<file path="src/shmm_pkg.sv">
// Package for the sample history min/max unit.
// Holds the shared widths, constants, the scanner state type and the control and status structs.
// No dependencies.
package shmm_pkg;

  localparam int VAL_W  = 19;
  localparam int FILL_W = 9;

  // An entry below 1.0 mmHg (raw value below 256 in Q11.8) counts as empty.
  localparam logic [VAL_W-1:0]  EMPTY_LIMIT   = 19'd256;
  localparam logic [VAL_W-1:0]  DEADBAND_RST  = 19'd8;
  localparam logic [FILL_W-1:0] FILL_MAX      = 9'd511;

  typedef enum logic [1:0] {
    ST_IDLE,
    ST_SCAN,
    ST_APPEND,
    ST_DONE
  } shmm_state_t;

  // Control from the scanner to the cell chain.
  typedef struct packed {
    logic             shift;
    logic [VAL_W-1:0] feed;
  } shmm_ctrl_t;

  // Status from the scanner to the top level.
  typedef struct packed {
    logic              idle;
    logic              done;
    logic              accepted;
    logic [VAL_W-1:0]  lowest;
    logic [VAL_W-1:0]  highest;
    logic [FILL_W-1:0] filled;
  } shmm_stat_t;

endpackage

</file>
<file path="src/shmm_cell.sv">
// One history entry of the cell chain.
// Depends on shmm_pkg for the entry width.
module shmm_cell
  import shmm_pkg::*;
(
  input  logic             clk,
  input  logic             rst_n,
  input  logic             shift,
  input  logic [VAL_W-1:0] d_in,
  output logic [VAL_W-1:0] d_out
);

  logic [VAL_W-1:0] data_r;

  // Take the neighbor's entry on every shift cycle; reset empties the entry.
  always_ff @(posedge clk) begin
    if (!rst_n) begin
      data_r <= '0;
    end else if (shift) begin
      data_r <= d_in;
    end
  end

  assign d_out = data_r;

endmodule

</file>
<file path="config.mk">
export PLATFORM = sky130hd
export DESIGN_NAME = shmm_cell
export DESIGN_NICKNAME = d
export VERILOG_FILES = /design/src/shmm_pkg.sv /design/src/shmm_cell.sv
export SDC_FILE = /design/constraint.sdc
export NUM_CORES = 1
export LEC_CHECK = 0
export BUFFER_PORTS_ARGS = -buffer_cell sky130_fd_sc_hd__buf_2
export CAP_MARGIN = 30
export CORE_UTILIZATION = 41
export DETAILED_ROUTE_END_ITERATION = 6
export HOLD_SLACK_MARGIN = 0.08
export PLACE_DENSITY = 0.83
export SLEW_MARGIN = 0
export SYNTH_ARGS = -nofsm -noshare
export SYNTH_HDL_FRONTEND = slang
export SYNTH_SLANG_ARGS = --single-unit
export TNS_END_PERCENT = 5
</file>
<file path="constraint.sdc">
create_clock -name clk -period 1.1 [get_ports clk]
set_input_delay 0.22 -clock clk [delete_from_list [all_inputs] [get_ports clk]]
set_output_delay 0.22 -clock clk [all_outputs]
set_load 0.005 [all_outputs]
</file>
==> summary.md <==
| Metric | Value |
|---|---|
| CP Max Fanout | 2 |
| Max_cap viols | 0 |
| Largest net degree at the start of global routing | 20 |
| Post-layout min period | roughly 0.96 ns |
| PostCTS Resize Cnt | 0 |
| Netlist Area Pre-Place | between 700 and 800 µm² |
| Top_reg_cell synth | dfxtp_1 |
| CP Depth | 1 |
| Die X | ~44 µm |
| Top cells by area, synth | dfxtp_1, mux2i_1, nor2b_1 |
| Final setup viols | 0 |
| Post-synth top area share | between 50% and 60% |
| Worst path slowest cell | dfxtp_1 |
| Setup TNS | 0 ns |
| Leak | between 0.5 and 0.6 nW |
| Unique masters post-synth | 6 |
| Flops & latches, synth | 19 |
| Worst slew margin | a little over four fifths |
| WL/cell | ~11 µm |
| Multi-input logic area | between 300 and 400 µm² |
| Post-Route WL | 1257 µm |
| Setup ws final | around 0.14 ns |
| Quantity of hold-fixing buffers added after cts | 0 |
| Fin crit share | about 87% |
| Antenna Nets Post-Route | 0 |
| CP endpoint kind | output pin |
| Data arrival, critical path | 0.74 ns |
| H-tree levels | 1 |
| Worst-case clock buffer depth | 2 |
| Via Count | roughly 540 |
| R2R Path End | d_out[5]$_SDFFE_PN0P_ |
| CP max stage delay | around 0.35 ns |
| ANT cells | 0 |
| Synth Net Count | 82 |
| Sequential fraction of the synthesis area | between 50% and 60% |
| Max reg flops | 19 |
| Via density | ~4.6 |
| # DRC | 0 |
| Slew @ Worst Pin | about 0.24 ns |
| Top Ports | 41 |
| Grt ovf | 0 |
| Critical path endpoint | d_out[9] |
| FP Rows | 14 |
| Worst R2R Path Depth | 2 |
| Syn. warnings | 0 |
| Placement Setup Slack | ~0.18 ns |
| Root buffer cell | clkbuf_4 |
| Maximum operating frequency | about 1000 MHz |
| Detailed Routing Iterations Pass 1 | 6 |
| Reg-to-reg startpoint | d_out[5]$_SDFFE_PN0P_ |
| Reg2reg setup slack | 0.47 ns |
| Cts bufs inserted | 3 |
| Core region area | 1577 µm² |
| Type of origin of the critical path | flop |
| First-pass GRT wire length | 1945 µm |
| Crit path max-delay family | flip-flops |
| Final Wtd Congestion | approximately 0.55 |
| Most instantiated cells after synthesis | dfxtp_1, mux2i_1, nor2b_1 |
| CTS sink count | 19 |
| Power Density | 1320 nW/µm² |
| Fin. Hold Viols | 0 |
| FF/Latch Area | about 380 µm² |
| Post-synth EDFFs | 0 |
| GRT Total Usage | 13.23% |
| Clock latency on the worst-skew pair | about 0.28 ns |
| Layout area overhead | 31.95% |
| Crit path buf inv count | 1 |
| DR iter-0 viols | 7 |
| Synth Instances | 60 |
| Setup Crit Path Kind | reg -> out |
| CTS tree | yes |
| Synth Area per Inst | between 10 and 15 µm² |
| Cell Chain, Critical Path | buf_2 |
| Max Clock Skew | 0 ns |
| Die Ht | around 44 µm |
| Die Area | roughly 1900 µm² |
| Vias in the first global route | a little under 500 |
| Setup bufs post-CTS | 0 |
| Run status | finished clean |
| Clk pin slew, worst setup/hold paths | roughly 0.10 ns |
| Worst-case vdd ir drop | around 930 µV |
| Hold_ws | around 0.19 ns |
| Nets | approximately 130 |
| Filler cell count in the final layout | ~160 |
| Initial antenna violation count | 0 |
| Synth area leader | dfxtp_1 |
| Port bufs | 40 |
| Initial Util | around 46% |
| Worst EP required | 0.88 ns |
| Hold WC Path Type | in -> reg |
| CP startpoint | d_out[9]$_SDFFE_PN0P_ |
| Share of layout cells above drive strength 1 | about 43% |
| Number of max-slew violations in the final report | 0 |
| Async S/R FF share, synth | 0% |
| Unrepaired setup endpoints after global routing | false |
[stage by stage]
| step | total power, mW | std cells | util, % | area, µm² |
|---|---|---|---|---|
| global placement | 0.9427 | 114 | 58.97 | 929.6 |
| floorplan | 0.8637 | 60 | - | 724.4 |
| detailed placement | 0.9488 | 114 | 58.97 | 929.6 |
| global route | 1.324 | 118 | 60.63 | 955.9 |
| finish | 1.261 | 118 | 60.63 | 955.9 |
| CTS | 1.280 | 118 | 60.63 | 955.9 |
[cells in the final DEF (no fill, tap or decap), drive strengths merged]
master / n
buf: 41
clkbuf: 4
dfxtp: 19
mux2i: 19
nor2b: 19
[power by group]
part	total [mW]	internal (mW)	leakage, nW	switching (mW)
sequential	0.746	0.729	0.157	0.0176
combinational	0.182	0.109	0.333	0.0733
clock	0.333	0.140	0.0150	0.192
[worst min path at each step]
stage / start / slack [ns] / depth (start not counted) / to
after detailed placement: d_in[10] / 0.49 / 3 / d_out[10]$_SDFFE_PN0P_
after global routing: d_in[16] / 0.19 / 3 / d_out[16]$_SDFFE_PN0P_
after CTS: d_in[16] / 0.18 / 3 / d_out[16]$_SDFFE_PN0P_
after floorplan: rst_n / 0.35 / 1 / d_out[0]$_SDFFE_PN0P_
final: d_in[16] / 0.19 / 3 / d_out[16]$_SDFFE_PN0P_
after global placement: d_in[13] / 0.48 / 3 / d_out[13]$_SDFFE_PN0P_
[metal layers]
metal | routed length (µm) | vias to the layer above | part of all wire [%] | track usage, %
met5 | 0 | - | 0 | 0
li1 | - | 284 | - | -
met2 | 660 | 15 | 53 | 23.24
met3 | 39 | 0 | 3.1 | 2.449
met4 | 0 | 0 | 0 | 5.455
met1 | 558 | 244 | 44 | 15.76
[layout make-up]
| class | instances | area share [%] |
|---|---|---|
| Clock buffer | 4 | 2.749 |
| Tap cell | 16 | 2.094 |
| Multi-Input combinational cell | 38 | 32.33 |
| Sequential cell | 19 | 39.79 |
| Timing Repair Buffer | 41 | 23.04 |
[cell families after synthesis]
logic type	synth area share, %
buffers and inverters	4.835
DFF	52.50
muxes	26.25
and+or+nand+nor	16.41
(Power assumes the default switching activity.)
