### src/shmm_pkg.sv
// Package for the sample history min/max unit.
// Holds the shared widths, constants, the scanner state type and the control and status structs.
// No dependencies.
package shmm_pkg;

  localparam int VAL_W  = 19;
  localparam int FILL_W = 9;

  // An entry below 1.0 mmHg (raw value below 256 in Q11.8) counts as empty.
  localparam logic [VAL_W-1:0]  EMPTY_LIMIT   = 19'd256;
  localparam logic [VAL_W-1:0]  DEADBAND_RST  = 19'd8;
  localparam logic [FILL_W-1:0] FILL_MAX      = 9'd511;

  typedef enum logic [1:0] {
    ST_IDLE,
    ST_SCAN,
    ST_APPEND,
    ST_DONE
  } shmm_state_t;

  // Control from the scanner to the cell chain.
  typedef struct packed {
    logic             shift;
    logic [VAL_W-1:0] feed;
  } shmm_ctrl_t;

  // Status from the scanner to the top level.
  typedef struct packed {
    logic              idle;
    logic              done;
    logic              accepted;
    logic [VAL_W-1:0]  lowest;
    logic [VAL_W-1:0]  highest;
    logic [FILL_W-1:0] filled;
  } shmm_stat_t;

endpackage

### src/shmm_scan.sv
// Scanner and sequencer: deadband check, min/max/count over the entries that pass the
// chain head, and the feedback value written into the tail cell. Depends on shmm_pkg.
module shmm_scan
  import shmm_pkg::*;
#(
  parameter int WINDOW = 256
) (
  input  logic             clk,
  input  logic             rst_n,
  input  logic             in_beat,
  input  logic [VAL_W-1:0] sample,
  input  logic [VAL_W-1:0] deadband,
  input  logic             ack,
  input  logic [VAL_W-1:0] head,
  output shmm_ctrl_t       ctrl,
  output shmm_stat_t       stat
);

  localparam int IW = $clog2(WINDOW);
  localparam logic [IW-1:0] POS_LAST = IW'(WINDOW - 1);

  shmm_state_t       state_r, state_nxt;
  logic [IW-1:0]     pos_r;
  logic [VAL_W-1:0]  sample_r;
  logic [VAL_W-1:0]  last_r;
  logic              acc_r;
  logic              found_r;
  logic [VAL_W-1:0]  lo_r, lo_nxt;
  logic [VAL_W-1:0]  hi_r, hi_nxt;
  logic [FILL_W-1:0] cnt_r, cnt_nxt;
  logic [VAL_W-1:0]  held_lo_r;
  logic [VAL_W-1:0]  held_hi_r;
  logic [FILL_W-1:0] held_cnt_r;

  logic [VAL_W-1:0]  diff;
  logic              pass;
  logic              first;
  logic              pos_end;
  logic              empty;
  logic              found_cur;
  logic              found_nxt;
  logic              upd;
  logic              replace;
  logic [FILL_W-1:0] cnt_base;

  // Deadband check against the last accepted sample.
  always_comb begin
    diff = (sample > last_r) ? (sample - last_r) : (last_r - sample);
    pass = diff > deadband;
  end

  // Scan step for the entry now at the chain head.
  always_comb begin
    first     = (pos_r == '0);
    pos_end   = (pos_r == POS_LAST);
    empty     = head < EMPTY_LIMIT;
    found_cur = first ? 1'b0 : found_r;
    found_nxt = found_cur | empty;
    upd       = !found_cur && !empty;
    replace   = !found_cur && empty;
    cnt_base  = first ? '0 : cnt_r;
    // Minimum and maximum both start from entry 0, empty or not.
    lo_nxt  = first ? head : ((upd && head < lo_r) ? head : lo_r);
    hi_nxt  = first ? head : ((upd && head > hi_r) ? head : hi_r);
    cnt_nxt = (upd && cnt_base != FILL_MAX) ? cnt_base + 1'b1 : cnt_base;
  end

  // Next state.
  always_comb begin
    state_nxt = state_r;
    unique case (state_r)
      ST_IDLE: begin
        if (in_beat) state_nxt = pass ? ST_SCAN : ST_DONE;
      end
      ST_SCAN: begin
        if (pos_end) state_nxt = found_nxt ? ST_DONE : ST_APPEND;
      end
      ST_APPEND: state_nxt = ST_DONE;
      ST_DONE: begin
        if (ack) state_nxt = ST_IDLE;
      end
      default: state_nxt = ST_IDLE;
    endcase
  end

  // Outputs: the chain rotates during a scan; the first empty entry is replaced
  // by the sample. A full store gets one more shift that drops entry 0.
  always_comb begin
    ctrl.shift = 1'b0;
    ctrl.feed  = head;
    unique case (state_r)
      ST_SCAN: begin
        ctrl.shift = 1'b1;
        ctrl.feed  = replace ? sample_r : head;
      end
      ST_APPEND: begin
        ctrl.shift = 1'b1;
        ctrl.feed  = sample_r;
      end
      ST_IDLE, ST_DONE: begin
        ctrl.shift = 1'b0;
        ctrl.feed  = head;
      end
      default: begin
        ctrl.shift = 1'b0;
        ctrl.feed  = head;
      end
    endcase
    stat.idle     = (state_r == ST_IDLE);
    stat.done     = (state_r == ST_DONE);
    stat.accepted = acc_r;
    stat.lowest   = held_lo_r;
    stat.highest  = held_hi_r;
    stat.filled   = held_cnt_r;
  end

  // State and held values.
  always_ff @(posedge clk) begin
    if (!rst_n) begin
      state_r    <= ST_IDLE;
      last_r     <= '0;
      acc_r      <= 1'b0;
      held_lo_r  <= '0;
      held_hi_r  <= '0;
      held_cnt_r <= '0;
    end else begin
      state_r <= state_nxt;
      if (state_r == ST_IDLE && in_beat) begin
        acc_r <= pass;
        if (pass) last_r <= sample;
      end
      if (state_r == ST_SCAN && pos_end) begin
        held_lo_r  <= lo_nxt;
        held_hi_r  <= hi_nxt;
        held_cnt_r <= cnt_nxt;
      end
    end
  end

  // Scan datapath registers.
  always_ff @(posedge clk) begin
    if (state_r == ST_IDLE && in_beat) begin
      sample_r <= sample;
      pos_r    <= '0;
    end else if (state_r == ST_SCAN) begin
      pos_r   <= pos_r + 1'b1;
      found_r <= found_nxt;
      lo_r    <= lo_nxt;
      hi_r    <= hi_nxt;
      cnt_r   <= cnt_nxt;
    end
  end

endmodule

### config.mk
export PLATFORM = sky130hd
export DESIGN_NAME = shmm_scan
export DESIGN_NICKNAME = d
export VERILOG_FILES = /design/src/shmm_pkg.sv /design/src/shmm_scan.sv
export SDC_FILE = /design/constraint.sdc
export NUM_CORES = 1
export LEC_CHECK = 0
export CAP_MARGIN = 20
export CORE_AREA = 2 2 143 145
export DETAILED_ROUTE_END_ITERATION = 10
export DIE_AREA = 0 0 145 147
export DONT_BUFFER_PORTS = 1
export GPL_ROUTABILITY_DRIVEN = 1
export PLACE_DENSITY = 0.77
export REMOVE_ABC_BUFFERS = 1
export SYNTH_ARGS = -nofsm -noshare
export SYNTH_HDL_FRONTEND = slang
export SYNTH_SLANG_ARGS = --single-unit
export TNS_END_PERCENT = 20
### constraint.sdc
create_clock -name clk -period 5.3 [get_ports clk]
set_clock_uncertainty 0.15 [all_clocks]
set_input_delay 0.795 -clock clk [delete_from_list [all_inputs] [get_ports clk]]
set_output_delay 0.795 -clock clk [all_outputs]
set_load 0.1 [all_outputs]
==> results.py <==
metrics = {
    "setup_path": {
        "r2r_slack_ns": 0.41,
        "critPathSlowestCell": "or4_1",
        "crit_required_ns": 5.50,
        "crit_buf_inv": 2,
        "critical_path_depth": 20,
        "max_stage_delay_ns": 0.53,
        "cp_data_arrival_time_ns": 5.12,
        "rr_worst_depth": 20,
        "crit_family": "compound AO/OA/AOI/OAI gates",
        "worstPathMaxFanout": 7,
        "crit_type": "primary input to flip-flop",
        "path_cells": "inv_1, ha_1, nand3_1, or4_1, o21ai_0, a211oi_4, nor2_8, mux2i_2, buf_4, a211o_1, o2111ai_1, ha_1, a21o_1, a21o_1, a21oi_1, o211ai_1, o21ai_2, o21ai_0, or2_2, a21oi_1",
        "end_kind": "flip-flop",
        "startpoint_type": "primary input",
    },
    "cts": {
        "clkLatencyLatePin_ns": 0.42,
        "clk_pin_slew_ns": 0.06,
        "cts_sinks": 144,
        "ctsHtreeMaxLevel": 4,
        "cts-root-buf": "clkbuf_16",
        "numCtsBuffers": 17,
        "clockBufferDepth": 2,
        "cts_tree": "built",
        "post_cts_buffers": 0,
    },
    "timing": {
        "fin_setup_tns_ns": 0,
        "fmax_mhz": 203,
        "fin_crit_ns": 4.92,
        "rsz0062_at_grt": "false",
        "fin_crit_sh": 0.927,
        "setup_violations": 0,
        "maxSlewHeadroom": 0.270,
        "slew_viol_final": 0,
        "whs_ns": 0.314,
        "worst_slew_pin_slew_ns": 1.09,
        "finalHoldViolCount": 0,
    },
    "pwr": {
        "vdd.ir_drop.worst_mv": 0.439,
        "p_leak_uw": 0.00478,
        "cellPowerDensity_mw_per_mm2": 556,
    },
    "finish": {
        "antennaDiodeCount": 0,
        "area_growth_pct": 13.5,
        "nNetsFinal": 1229,
        "mostFrequentLayoutCells": "113 x inv_1, 100 x ha_1, 99 x a21oi_1, 77 x dfxtp_1",
        "final_common_cell": "inv_1",
        "drive_above_1_share": 0.186,
    },
    "logic_synthesis": {
        "synth_edf_count": 67,
        "synth-seq-cells": 144,
        "syn_inst": 1030,
        "async_reset_ff_frac": 0,
        "synth.distinct_cells": 72,
        "syn_avg_cell_area_um2": 9.47,
        "syn-cell-area_mm2": 0.00975,
        "ys_warn_count": 0,
        "ys_seq_area_frac": 0.364,
        "ys.flop_type": "dfxtp_1",
    },
    "grt": {
        "grt_max_degree": 48,
        "grt_pass1_wl_mm": 40.7,
        "grt_usage": 0.237,
        "antenna_found_initial": 0,
        "grt-ovfl-total": 0,
        "grt_pass1_vias": 7722,
    },
    "hold_path": {
        "worstHoldPathCells": 0,
        "hold_path_class": "primary input to flip-flop",
    },
    "detailed_routing": {
        "drt-total-wl_mm": 25.2,
        "drt-initial-drc-count": 604,
        "wl_per_cell_um": 18.7,
        "dr.pass1.iters": 5,
        "ant_nets": 0,
        "vias_per_cell": 5.86,
        "dr_total_vias": 7904,
        "drc": 0,
    },
    "floorplan": {
        "start_util": 0.491,
        "placementRows": 52,
        "core-area_mm2": 0.0198,
        "top_level_ports": 131,
        "die_h_um": 147,
        "dieArea_mm2": 0.0213,
        "fp.dieW_um": 145,
    },
    "outcome": {
        "status": "completed",
    },
    "run": {
        "drv_cap": 0,
    },
    "placement": {
        "place_hpwl_mm": 18.5,
        "port_buffers": 0,
        "routabilityCongestion": 0.930,
    },
}
==> cell type report <==
type / instances / area [um2]
clock buffer: 19 / 433
clock inverter: 13 / 160
fill: 1735 / 8780
inverter: 114 / 428
multi-input combinational: 720 / 5630
sequential: 144 / 3550
tap: 270 / 338
timing repair buffer: 68 / 523
==> logic make-up after synthesis <==
family | Yosys count | share of synthesized area
AOI/OAI and AO/OA | 283 | 0.194
xor gates and xnor gates | 26 | 0.0234
adders and majority gates | 103 | 0.134
buffers and inverters | 166 | 0.0692
DFF | 144 | 0.364
muxes | 91 | 0.0993
and+or+nand+nor | 217 | 0.116
==> timing repair <==
item / 4_1_cts / 5_1_grt
setup endpoints to repair: 0 / 16
hold buffers: 0 / 0
gates resized for setup: 0 / 3
==> metrics by stage <==
stage	total power, uW	setup slack, ns	std cells	utilization	cell area (um2)
finish	6150	0.385	1348	0.558	11100
global route	6490	0.0606	1348	0.558	11100
CTS	6140	0.230	1347	0.556	11000
detailed placement	4910	-0.203	1315	0.526	10400
global placement	4860	-0.0783	1315	0.526	10400
floorplan	4050	-0.958	978	-	9500
==> power by group <==
part	internal, uW	switching (uW)	total, uW
sequential	1470	162	1630
clock	741	471	1210
combinational	1140	2170	3310
total	3350	2800	6150
==> synth_stat cells (13+ instances only) <==
library cell / number / share of area
a21oi_1: 114 / 0.059
inv_1: 113 / 0.044
ha_1: 101 / 0.13
dfxtp_1: 77 / 0.16
edfxtp_1: 67 / 0.21
nor2_1: 58 / 0.022
mux2i_1: 47 / 0.048
mux2_2: 43 / 0.050
o21ai_0: 39 / 0.020
a21o_1: 36 / 0.028
nand2_1: 33 / 0.013
clkbuf_1: 32 / 0.012
nor3_1: 23 / 0.012
or2_2: 23 / 0.015
nand4_1: 21 / 0.013
o311a_1: 19 / 0.020
xor2_1: 16 / 0.014
a221oi_1: 15 / 0.013
nand3_1: 13 / 0.0067
nor2b_1: 13 / 0.0083
==> metal layers <==
layer / vias up / wire length (um) / global-route usage
li1: 3817 / - / -
met1: 3826 / 10800 / 0.293
met2: 222 / 12600 / 0.412
met3: 39 / 1290 / 0.0525
met4: 0 / 482 / 0.0782
met5: - / 0 / 0
==> flip-flops by register name, summed over array words and instances (netlist names) <==
name        count
last_r         19
lo_r           19
state_r         2
pos_r           8
held_lo_r      19
found_r         1
held_cnt_r      9
acc_r           1
sample_r       19
hi_r           19
held_hi_r      19
cnt_r           9
==> final timing paths <==
path	startpoint	to
worst max-delay path	sample[2]	state_r[1]
worst min-delay path	sample[14]	sample_r[14]
worst max register to register	last_r[18]	state_r[1]
worst min register to register	state_r[1]	state_r[1]
Note: power is estimated with default switching activity, not from simulation.
